==> src/design/ghd_pkg.sv <==
// Shared types, constants and tap folding for the Gaussian half downsampler.
`default_nettype none

package ghd_pkg;

   localparam int MAX_WIDTH_DEFAULT    = 1024;
   localparam int CHANNEL_BITS_DEFAULT = 16;
   localparam int CHANNELS             = 4;
   localparam int TAPS                 = 5;
   localparam int LINES                = 4;
   localparam int WIDTH_CFG_BITS       = 11;
   localparam int HEIGHT_CFG_BITS      = 13;
   localparam int ROW_BITS             = 12;
   localparam int HEIGHT_LIMIT         = 4096;
   localparam int WIDTH_RESET          = 1024;
   localparam int HEIGHT_RESET         = 1024;
   localparam int CSR_INDEX_BITS       = 1;
   localparam int CSR_DATA_BITS        = 13;
   localparam int OUT_BITS             = 16;
   localparam int WEIGHT_BITS          = 5;
   localparam int ROUND_BIAS           = 200;
   localparam int SUM_SHIFT            = 4;
   localparam int RECIP_BITS           = 28;
   localparam int RECIP_SHIFT          = 32;
   // ceil(2^32 / 25): exact quotient for every dividend below 2^21
   localparam logic [RECIP_BITS-1:0] RECIP_25 = 28'd171798692;

   typedef enum logic [CSR_INDEX_BITS-1:0] {
      CSR_IMAGE_WIDTH  = 1'b0,
      CSR_IMAGE_HEIGHT = 1'b1
   } csr_index_type;

   // weight [j] applies to the sample j positions back from the newest one
   typedef logic [TAPS-1:0][WEIGHT_BITS-1:0] weight_set_type;

   typedef struct packed {
      logic           have_y;
      logic           have_x;
      weight_set_type vw;
      weight_set_type hw;
      logic [1:0]     row_slot;
      logic           row_end;
      logic           frame_end;
   } scan_info_type;

   typedef struct packed {
      logic           valid;
      weight_set_type hw;
      logic           row_end;
      logic           frame_end;
   } reduce_ctl_type;

   // Fold the 1,5,8,5,1 taps onto offsets back from the completing sample.
   // odd: the completing position is the last one of an even-length axis.
   // near_edge: position one or two, where the low edge clamps.
   function automatic weight_set_type fold_weights(input logic odd, input logic near_edge);
      weight_set_type w;
      unique case ({odd, near_edge})
         2'b00: w = {5'd1, 5'd5, 5'd8,  5'd5,  5'd1};
         2'b01: w = {5'd0, 5'd0, 5'd14, 5'd5,  5'd1};
         2'b10: w = {5'd0, 5'd1, 5'd5,  5'd8,  5'd6};
         2'b11: w = {5'd0, 5'd0, 5'd0,  5'd14, 5'd6};
         default: w = '0;
      endcase
      return w;
   endfunction

endpackage

`default_nettype wire

==> src/design/ghd_scan.sv <==
// Size registers, raster position counters and per-pixel tap decode.
`default_nettype none

module ghd_scan #(
   parameter int MAX_WIDTH = ghd_pkg::MAX_WIDTH_DEFAULT
) (
   input  wire logic                                clock,
   input  wire logic                                reset,
   input  wire logic                                csr_wr_en,
   input  wire logic [ghd_pkg::CSR_INDEX_BITS-1:0]  csr_index,
   input  wire logic [ghd_pkg::CSR_DATA_BITS-1:0]   csr_wdata,
   input  wire logic                                acc,
   output logic      [$clog2(MAX_WIDTH)-1:0]        col,
   output ghd_pkg::scan_info_type                   info
);

   import ghd_pkg::*;

   localparam int CW   = $clog2(MAX_WIDTH);
   localparam int CMPW = (CW + 1 > WIDTH_CFG_BITS) ? CW + 1 : WIDTH_CFG_BITS;

   logic [WIDTH_CFG_BITS-1:0]  image_width_ff, image_width_in;
   logic [HEIGHT_CFG_BITS-1:0] image_height_ff, image_height_in;
   logic [CW-1:0]              col_cnt_ff, col_cnt_in;
   logic [ROW_BITS-1:0]        row_cnt_ff, row_cnt_in;

   logic [CMPW-1:0]            width_raw, wlim, col_ext, col_inc;
   logic [HEIGHT_CFG_BITS-1:0] h_lim, row_step, row_inc;
   logic [ROW_BITS-1:0]        row, yc;
   logic [CW-1:0]              xc;

   always_comb begin
      image_width_in  = image_width_ff;
      image_height_in = image_height_ff;
      if (csr_wr_en) begin
         unique case (csr_index_type'(csr_index))
            CSR_IMAGE_WIDTH:  image_width_in  = csr_wdata[WIDTH_CFG_BITS-1:0];
            CSR_IMAGE_HEIGHT: image_height_in = csr_wdata;
            default:          image_width_in  = image_width_ff;
         endcase
      end
   end

   // clamp the sizes to what the line store and row counter hold
   always_comb begin
      width_raw = CMPW'(image_width_ff);
      if (width_raw == '0) begin
         wlim = CMPW'(1);
      end else if (width_raw > CMPW'(MAX_WIDTH)) begin
         wlim = CMPW'(MAX_WIDTH);
      end else begin
         wlim = width_raw;
      end
      if (image_height_ff == '0) begin
         h_lim = HEIGHT_CFG_BITS'(1);
      end else if (image_height_ff > HEIGHT_CFG_BITS'(HEIGHT_LIMIT)) begin
         h_lim = HEIGHT_CFG_BITS'(HEIGHT_LIMIT);
      end else begin
         h_lim = image_height_ff;
      end
   end

   // wrap a stale position after a size change, then advance
   always_comb begin
      col      = col_cnt_ff;
      row_step = {1'b0, row_cnt_ff};
      if (CMPW'(col_cnt_ff) >= wlim) begin
         col      = '0;
         row_step = row_step + 1'b1;
      end
      if (row_step >= h_lim) begin
         row_step = '0;
      end
      row     = row_step[ROW_BITS-1:0];
      col_ext = CMPW'(col);
      col_inc = col_ext + 1'b1;
      row_inc = {1'b0, row} + 1'b1;

      col_cnt_in = col_cnt_ff;
      row_cnt_in = row_cnt_ff;
      if (acc) begin
         if (col_inc >= wlim) begin
            col_cnt_in = '0;
            row_cnt_in = (row_inc >= h_lim) ? '0 : row_inc[ROW_BITS-1:0];
         end else begin
            col_cnt_in = col_inc[CW-1:0];
            row_cnt_in = row;
         end
      end
   end

   always_comb begin
      yc = (row >> 1) - ROW_BITS'(!row[0]);
      xc = (col >> 1) - CW'(!col[0]);

      info.have_y    = (!row[0] && row >= ROW_BITS'(2)) ||
                       (!h_lim[0] && {1'b0, row} == h_lim - 1'b1);
      info.have_x    = (!col[0] && col_ext >= CMPW'(2)) ||
                       (!wlim[0] && col_ext == wlim - 1'b1);
      info.vw        = fold_weights(row[0], row == ROW_BITS'(1) || row == ROW_BITS'(2));
      info.hw        = fold_weights(col[0], col_ext == CMPW'(1) || col_ext == CMPW'(2));
      info.row_slot  = row[1:0];
      info.row_end   = CMPW'(xc) == (wlim >> 1) - 1'b1;
      info.frame_end = info.row_end && ({1'b0, yc} == (h_lim >> 1) - 1'b1);
   end

   always_ff @(posedge clock) begin
      if (reset) begin
         image_width_ff  <= WIDTH_CFG_BITS'(WIDTH_RESET);
         image_height_ff <= HEIGHT_CFG_BITS'(HEIGHT_RESET);
         col_cnt_ff      <= '0;
         row_cnt_ff      <= '0;
      end else begin
         image_width_ff  <= image_width_in;
         image_height_ff <= image_height_in;
         col_cnt_ff      <= col_cnt_in;
         row_cnt_ff      <= row_cnt_in;
      end
   end

endmodule

`default_nettype wire

==> config.mk <==
export PLATFORM = sky130hd
export DESIGN_NAME = ghd_scan
export DESIGN_NICKNAME = d
export VERILOG_FILES = /design/src/design/ghd_pkg.sv /design/src/design/ghd_scan.sv
export SDC_FILE = /design/constraint.sdc
export NUM_CORES = 1
export LEC_CHECK = 0
export BUFFER_PORTS_ARGS = -buffer_cell sky130_fd_sc_hd__buf_2
export CORE_ASPECT_RATIO = 0.75
export CORE_MARGIN = 2
export CORE_UTILIZATION = 60
export DETAILED_ROUTE_END_ITERATION = 8
export GPL_ROUTABILITY_DRIVEN = 0
export GPL_TIMING_DRIVEN = 0
export PLACE_DENSITY = 0.8
export SETUP_SLACK_MARGIN = 0.3
export SYNTH_ARGS = -nofsm -noshare
export SYNTH_HDL_FRONTEND = slang
export SYNTH_SLANG_ARGS = --single-unit
==> constraint.sdc <==
create_clock -name clock -period 9.2 [get_ports clock]
set_input_delay 1.38 -clock clock [delete_from_list [all_inputs] [get_ports clock]]
set_output_delay 1.38 -clock clock [all_outputs]
set_load 0.1 [all_outputs]
==> summary.md, run 1 <==
| Metric | Value |
|---|---|
| Status | `completed` |
| First-pass GRT wire length | `roughly 31 mm` |
| Largest delay share family, worst path | `compound AO/OA/AOI/OAI gates` |
| Final ANT Viol Nets | `0` |
| Max Fclk | `116.4 MHz` |
| CTS tree | `built` |
| CTS Hold Bufs | `0` |
| Drc violations | `0` |
| Critical path capture point type | `output pin` |
| Unique masters post-synth | `76` |
| First-pass DRT Iterations | `5` |
| Max-Cap Viols | `0` |
| Top cell by count, worst path | `ha_1` |
| Worst-skew pair later-pin latency | `approximately 0.30 ns` |
| Worst setup margin | `about 0.6 ns` |
| EDFF count, synth | `0` |
| P_leak | `~3.2 nW` |
| CP arrival | `between 7 and 8 ns` |
| Gr usage total | `34.34%` |
| Kind of critical path | `flip-flop to output pin` |
| Req. time, crit path | `just under 8 ns` |
| Setup slack at placement | `-0.08358 ns` |
| Final instance area | `between 7000 and 8000 µm²` |
| Tmin final | `between 8 and 9 ns` |
| Max rail drop VDD | `136.8 µV` |
| Initial antenna violation count | `0` |
| # nets final | `approximately 1,100` |
| Post-synth top flop | `dfxtp_1` |
| Final Hold Viols | `0` |
| Startpoint Class | `flip-flop` |
| Number of synthesis warnings | `0` |
| Syn avg cell area | `around 7.2 µm²` |
| Synth Register Bits | `46` |
| Vias | `6,955` |
| I/O Buffers | `59` |
| Relative slew slack | `a little over half` |
| Hpwl dp | `15.75 mm` |
| Area post-placement | `about 7000 µm²` |
| RSZ-0062 raised after global routing | `no` |
| Ys async rst share | `0%` |
| Area of the multi-input gates | `just over 5000 µm²` |
| Clock sinks | `46` |
| Row count | `32` |
| Initial Util | `~62%` |
| H-Tree Depth | `2` |
| Crit path max fanout | `10` |
| Fin. max-slew vios | `0` |
| Die X | `about 120 µm` |
| Overall die height | `roughly 94 µm` |
| Setup Skew | `~0.014 ns` |
| Tcrit/Tclk final | `a little over 90%` |
| Routed vias/inst | `approximately 6.2` |
| Number of buffers created by CTS | `5` |
| Worst Tran Pin Value | `~0.70 ns` |
| ANT cells | `0` |
| Clock buffer depth | `2` |
| GRT Residual Overflow | `0` |
| Die area | `approximately 12,000 µm²` |
| Area growth syn-to-layout | `13.46%` |
| Pwr Density | `between 100 and 150 nW/µm²` |
| WL/cell | `~18 µm` |
| Register area | `a little over 900 µm²` |
| Area of the core | `between 10,000 and 15,000 µm²` |
| Vias in the first global route | `about 5,900` |
| I/O pin count | `84` |
| Root buffer cell | `clkbuf_16` |
| Syn Std Cell Area | `between 6000 and 7000 µm²` |
| Min-Delay Path Class | `flip-flop to flip-flop` |
| Crit path largest cell delay | `~0.41 ns` |
| Seq/Total Area, Yosys | `around 14%` |
| Synth Instances | `between 800 and 900` |
| Crit path buffers/inverters | `6` |
| Final setup viols | `0` |
| Drt first-iter violations | `833` |
| Layout cell share with drive strength beyond 1 | `16.41%` |
| DRT Wirelength | `roughly 20 mm` |
| Slowest-stage cell, CP | `ha_1` |
| Largest net degree at the start of global routing | `17` |
| FILL cells | `between 900 and 1,000` |
| Clock Pin Slew Worst Setup and Hold Paths | `roughly 0.07 ns` |
## cell families (layout without fill, tap and decap cells)
kind of cell,after synthesis,count (layout),share of synthesized area (%)
AO/OA/AOI/OAI,201,201,20.63
XOR/XNOR,82,82,11.47
adder cells (fa/ha/maj),72,72,13.95
buffers and inverters,116,189,9.025
flip-flops,46,46,14.26
multiplexers,9,9,1.491
other,1,22,0.05805
AND/OR/NAND/NOR,372,372,29.13
## cell usage after synthesis, drive strengths merged (4+ instances only)
| master | n | area [µm²] |
|---|---|---|
| dfxtp | 46 | 920.9 |
| and3 | 10 | 62.56 |
| nor3 | 29 | 150.1 |
| nor4 | 14 | 102.6 |
| o21ai | 35 | 178.9 |
| or3 | 8 | 55.05 |
| o21a | 11 | 82.58 |
| xor2 | 27 | 236.5 |
| xnor2 | 55 | 504.2 |
| buf | 40 | 296.5 |
| a22oi | 5 | 37.54 |
| nand2 | 119 | 449.2 |
| or2 | 7 | 43.79 |
| inv | 32 | 120.1 |
| nor2 | 74 | 299.0 |
| nand4 | 12 | 75.07 |
| o211ai | 11 | 82.58 |
| a21o | 5 | 37.54 |
| clkbuf | 44 | 166.4 |
| a31oi | 6 | 37.54 |
| mux2i | 7 | 73.82 |
| nor2b | 14 | 87.58 |
| ha | 72 | 900.9 |
| a311oi | 5 | 43.79 |
| o31ai | 7 | 52.55 |
| nand3 | 38 | 190.2 |
| o2111ai | 4 | 35.03 |
| nand2b | 20 | 125.1 |
| and2 | 7 | 43.79 |
| a21oi | 70 | 365.4 |
| a211oi | 13 | 115.1 |
| or4 | 6 | 52.55 |
| a211o | 4 | 35.03 |
| o22ai | 8 | 50.05 |
## where the power goes
part           leakage [nW]  switching, mW  total, mW  internal [mW]
combinational          2.72          0.469      0.647          0.178
clock                0.0704         0.0868      0.189          0.102
sequential            0.376         0.0122      0.220          0.208
## registers in the layout, indices dropped and copies added, names as in the netlist
name             flops
image_height_ff     13
row_cnt_ff          12
image_width_ff      11
col_cnt_ff          10
## layout by cell type, fill, tap and decap left out, types with 22 or more instances in the layout
master      n
dfxtp_1    46
xor2_1     26
inv_1      32
buf_4      40
ha_1       72
o21ai_0    28
clkbuf_1   37
conb_1     22
nor3_1     27
nand2_1   117
xnor2_1    49
nor2_1     71
a21oi_1    67
nand3_1    38
buf_2      61
## metrics by stage
stage / utilization (%) / cells / total power, mW / TNS (ns) / hold slack (ns)
2_1_floorplan: - / 920 / 0.7421 / 0 / 0.4411
3_3_place_gp: 67.82 / 1115 / 0.8351 / -0.01275 / 0.4628
3_5_place_dp: 67.82 / 1115 / 0.8429 / -0.08358 / 0.4670
4_1_cts: 69.62 / 1124 / 1.032 / 0 / 0.4856
5_1_grt: 70.68 / 1129 / 1.101 / 0 / 0.5016
6_report: 70.68 / 1129 / 1.056 / 0 / 0.4907
## worst reg2reg max path, delay by kind of cell, from the launching register on
family / cells / cell delay (ns)
DFF: 1 / 0.36
xor gates and xnor gates: 2 / 0.48
adders and majority gates: 4 / 1.35
and+or+nand+nor: 8 / 2.31
AOI/OAI and AO/OA: 10 / 2.38
buffers and inverters: 6 / 1.56
## final timing paths
path	from	endpoint	slack [ns]	depth (start not counted)
setup reg to reg	image_width_ff[10]	row_cnt_ff[1]	0.66	30
hold reg to reg	image_height_ff[1]	image_height_ff[1]	0.49	2
setup / recovery	image_width_ff[10]	info[0]	0.61	27
hold / removal	image_height_ff[1]	image_height_ff[1]	0.49	2
## metal layers
metal	track usage, %	up-vias	share of wire, %
met5	0	-	0
met4	5.587	0	1.2
met3	10.32	33	13
met2	46.34	398	40
met1	53.08	3203	45
li1	-	3321	-
## area by class of cell
type,instances,area share (%)
tap,136,2.322
clock buffer,5,1.707
inverter,32,1.639
buffer,84,6.419
clock inverter,3,0.3414
sequential,46,12.56
multi-input combinational,758,70.28
timing repair buffer,65,4.729
## repair_timing
item,4_1_cts,5_1_grt
pin swaps,1,4
gates resized for setup,10,17
endpoints found under the setup margin,11,12
endpoints found under the hold margin,0,0
buffers inserted,1,5
Note: power is estimated with default switching activity, not from simulation.
==> run 2: changes to the inputs <==
--- a/config.mk
+++ b/config.mk
@@ -5,6 +5,7 @@
 export SDC_FILE = /design/constraint.sdc
 export NUM_CORES = 1
 export LEC_CHECK = 0
+export ABC_AREA = 1
 export BUFFER_PORTS_ARGS = -buffer_cell sky130_fd_sc_hd__buf_2
 export CORE_ASPECT_RATIO = 0.75
 export CORE_MARGIN = 2
==> summary.md, run 2 <==
| Metric | Value |
|---|---|
| Drt first-iter violations | `approximately 650` |
| Layout Utilization | `approximately two thirds` |
| Gr usage total | `around a third` |
| Final Hold Viols | `0` |
| Max reg flops | `13` |
| I/O Buffers | `slightly below 60` |
| Startpoint Class | `flip-flop` |
| WL/cell | `approximately 15 µm` |
| First-pass GRT wire length | `approximately 33 mm` |
| Crit path max fanout | `10` |
| Post-synth top flop | `dfxtp_1` |
| Vias | `around 7,500` |
| Flop2flop setup slack | `about 1.5 ns` |
| GRT Residual Overflow | `0` |
| RSZ-0062 raised after global routing | `no` |
| Clock sinks | `46` |
| Hold Crit Start | `col_cnt_ff[0]` |
| Area of the core | `11,020 µm²` |
| Count leader, synth | `nand2_1` |
| Seq/Total Area, Yosys | `a little over an eighth` |
| Post-Synth XOR/XNOR Area | `slightly below 8%` |
| CTS tree | `built` |
| Layout cell share with drive strength beyond 1 | `between 10% and 20%` |
| Final ANT Viol Nets | `0` |
| Min-Delay Path Class | `flip-flop to flip-flop` |
| Worst reg2reg path startpoint | `image_width_ff[8]` |
| Overall die height | `approximately 96 µm` |
| Die area | `about 12,000 µm²` |
| Tcrit/Tclk final | `approximately nine tenths` |
| Multiplexer area fraction after synthesis | `0%` |
| Final total power | `roughly 1.5 mW` |
| Number of buffers created by CTS | `5` |
| ANT cells | `0` |
| Dpl cells | `about 1,300` |
| Crit path from | `image_width_ff[8]` |
| First-pass DRT Iterations | `6` |
| Pwr Density | `193.1 nW/µm²` |
| Fin. max-slew vios | `0` |
| Syn Std Cell Area | `about 6800 µm²` |
| Worst-skew pair later-pin latency | `0.29 ns` |
| Ys async rst share | `0%` |
| Biggest register | `image_height_ff` |
| Largest net degree at the start of global routing | `16` |
| Final setup viols | `0` |
| FILL cells | `1,005` |
| Commonest non-fill, non-tap cells in the layout | `nand2_1, nor2_1, inv_1` |
| Clock Pin Slew Worst Setup and Hold Paths | `roughly 0.06 ns` |
| Largest family of logic cells by synthesized area | `simple AND/OR/NAND/NOR gates` |
| Initial antenna violation count | `0` |
| H-Tree Depth | `2` |
| Worst Tran Pin Value | `~1.1 ns` |
| Critical path capture point type | `output pin` |
| Synth Instances | `1,126` |
| Req. time, crit path | `about 8 ns` |
| Row count | `33` |
| EDFF count, synth | `0` |
| DRT Wirelength | `20.60 mm` |
| Setup Skew | `0.004384 ns` |
| Area growth syn-to-layout | `10.64%` |
| Max-Cap Viols | `0` |
| Synth Register Bits | `46` |
| Most common cell after layout, fill and taps aside | `nand2_1` |
| Unique masters post-synth | `50` |
| Die X | `127.1 µm` |
| Largest regs | `image_height_ff x13, row_cnt_ff x12, image_width_ff x11` |
| Top cell by count, worst path | `nand2_1` |
| CTS Hold Bufs | `0` |
| Final setup TNS | `0 ns` |
| Layout Cells excl Fill | `between 1,000 and 1,500` |
| Kind of critical path | `flip-flop to output pin` |
| Synth Area in Adders | `a little over an eighth` |
| Max rail drop VDD | `~130 µV` |
| # Post-CTS Setup Buffers | `0` |
| Vias in the first global route | `approximately 6,400` |
| Post_cts resized | `0` |
| Simple-gate area share of the yosys netlist | `between 40% and 50%` |
| Clock buffer depth | `2` |
| Slowest-stage cell, CP | `buf_2` |
| CP arrival | `6.74 ns` |
| Crit path largest cell delay | `roughly 0.42 ns` |
| Number of synthesis warnings | `0` |
| Fraction of the mapped netlist area in compound gates | `between 10 and 15%` |
| Setup slack at placement | `between 1 and 1.5 ns` |
| Relative slew slack | `approximately a quarter` |
| Hpwl dp | `16.78 mm` |
| Most frequent cells after synthesis | `nand2_1, inv_1, nor2_1` |
| Status | `completed` |
| Top cells by area, synth | `nand2_1, dfxtp_1, ha_1` |
| I/O pin count | `84` |
| Post-synth top area share | `16.61%` |
| Max Fclk | `~120 MHz` |
| Root buffer cell | `clkbuf_16` |
| Tmin final | `between 8 and 9 ns` |
| Syn avg cell area | `between 6 and 7 µm²` |
| Initial Util | `approximately three fifths` |
| P_leak | `4.131 nW` |
| Top cell type by total area after synthesis | `nand2_1` |
| Routed vias/inst | `about 5.5` |
| Drc violations | `0` |
| # nets final | `1,303` |
| Worst setup margin | `about 1.1 ns` |
[run 2: worst max-delay path: cells and delay by family (launching register included)]
family                     cells  cell delay [ns]
adders and majority gates      4             1.43
AOI/OAI and AO/OA              4             0.89
DFF                            1             0.31
buffers and inverters          6             1.18
and+or+nand+nor               21             2.63
[run 2: logic make-up (layout without fill, tap and decap cells)]
group | count (synthesis) | count (layout)
and+or+nand+nor | 606 | 606
other | 1 | 22
adders and majority gates | 72 | 72
xor gates and xnor gates | 60 | 60
DFF | 46 | 46
buffers and inverters | 203 | 269
AOI/OAI and AO/OA | 138 | 138
[run 2: final timing paths]
check | endpoint | cells after the start
max | info[0] | 35
min | col_cnt_ff[0] | 2
max reg2reg | row_cnt_ff[1] | 43
min reg2reg | col_cnt_ff[0] | 2
[run 2: per-layer routing]
metal	vias to the layer above	part of all wire, %	GRT usage [%]
met4	0	0.51	4.396
met1	3299	46	49.18
li1	3744	-	-
met5	-	0	0
met2	406	39	48.84
met3	12	15	12.56
[run 2: final cells by class]
class	instances	area [µm²]	area share, %
plain buffers	59	386.6	5.122
clock buffers	6	138.9	1.840
clock inverters	1	30.03	0.3978
inverters	144	540.5	7.161
multi-input cells	898	5061	67.05
flip-flops and latches	46	920.9	12.20
well taps	140	175.2	2.321
repair buffers	59	295.3	3.912
[run 2: where the power goes]
| part | total [mW] | switching (mW) | internal (mW) |
|---|---|---|---|
| logic | 1.02 | 0.755 | 0.266 |
| registers | 0.229 | 0.0171 | 0.212 |
| clock network | 0.207 | 0.0730 | 0.134 |
[run 2: per-stage QoR]
step	hold slack (ns)	cell area, µm²
finish	0.4701	7548
CTS	0.4746	7541
global placement	0.4540	7372
detailed placement	0.4662	7372
global route	0.5050	7548
floorplan	0.4453	6902
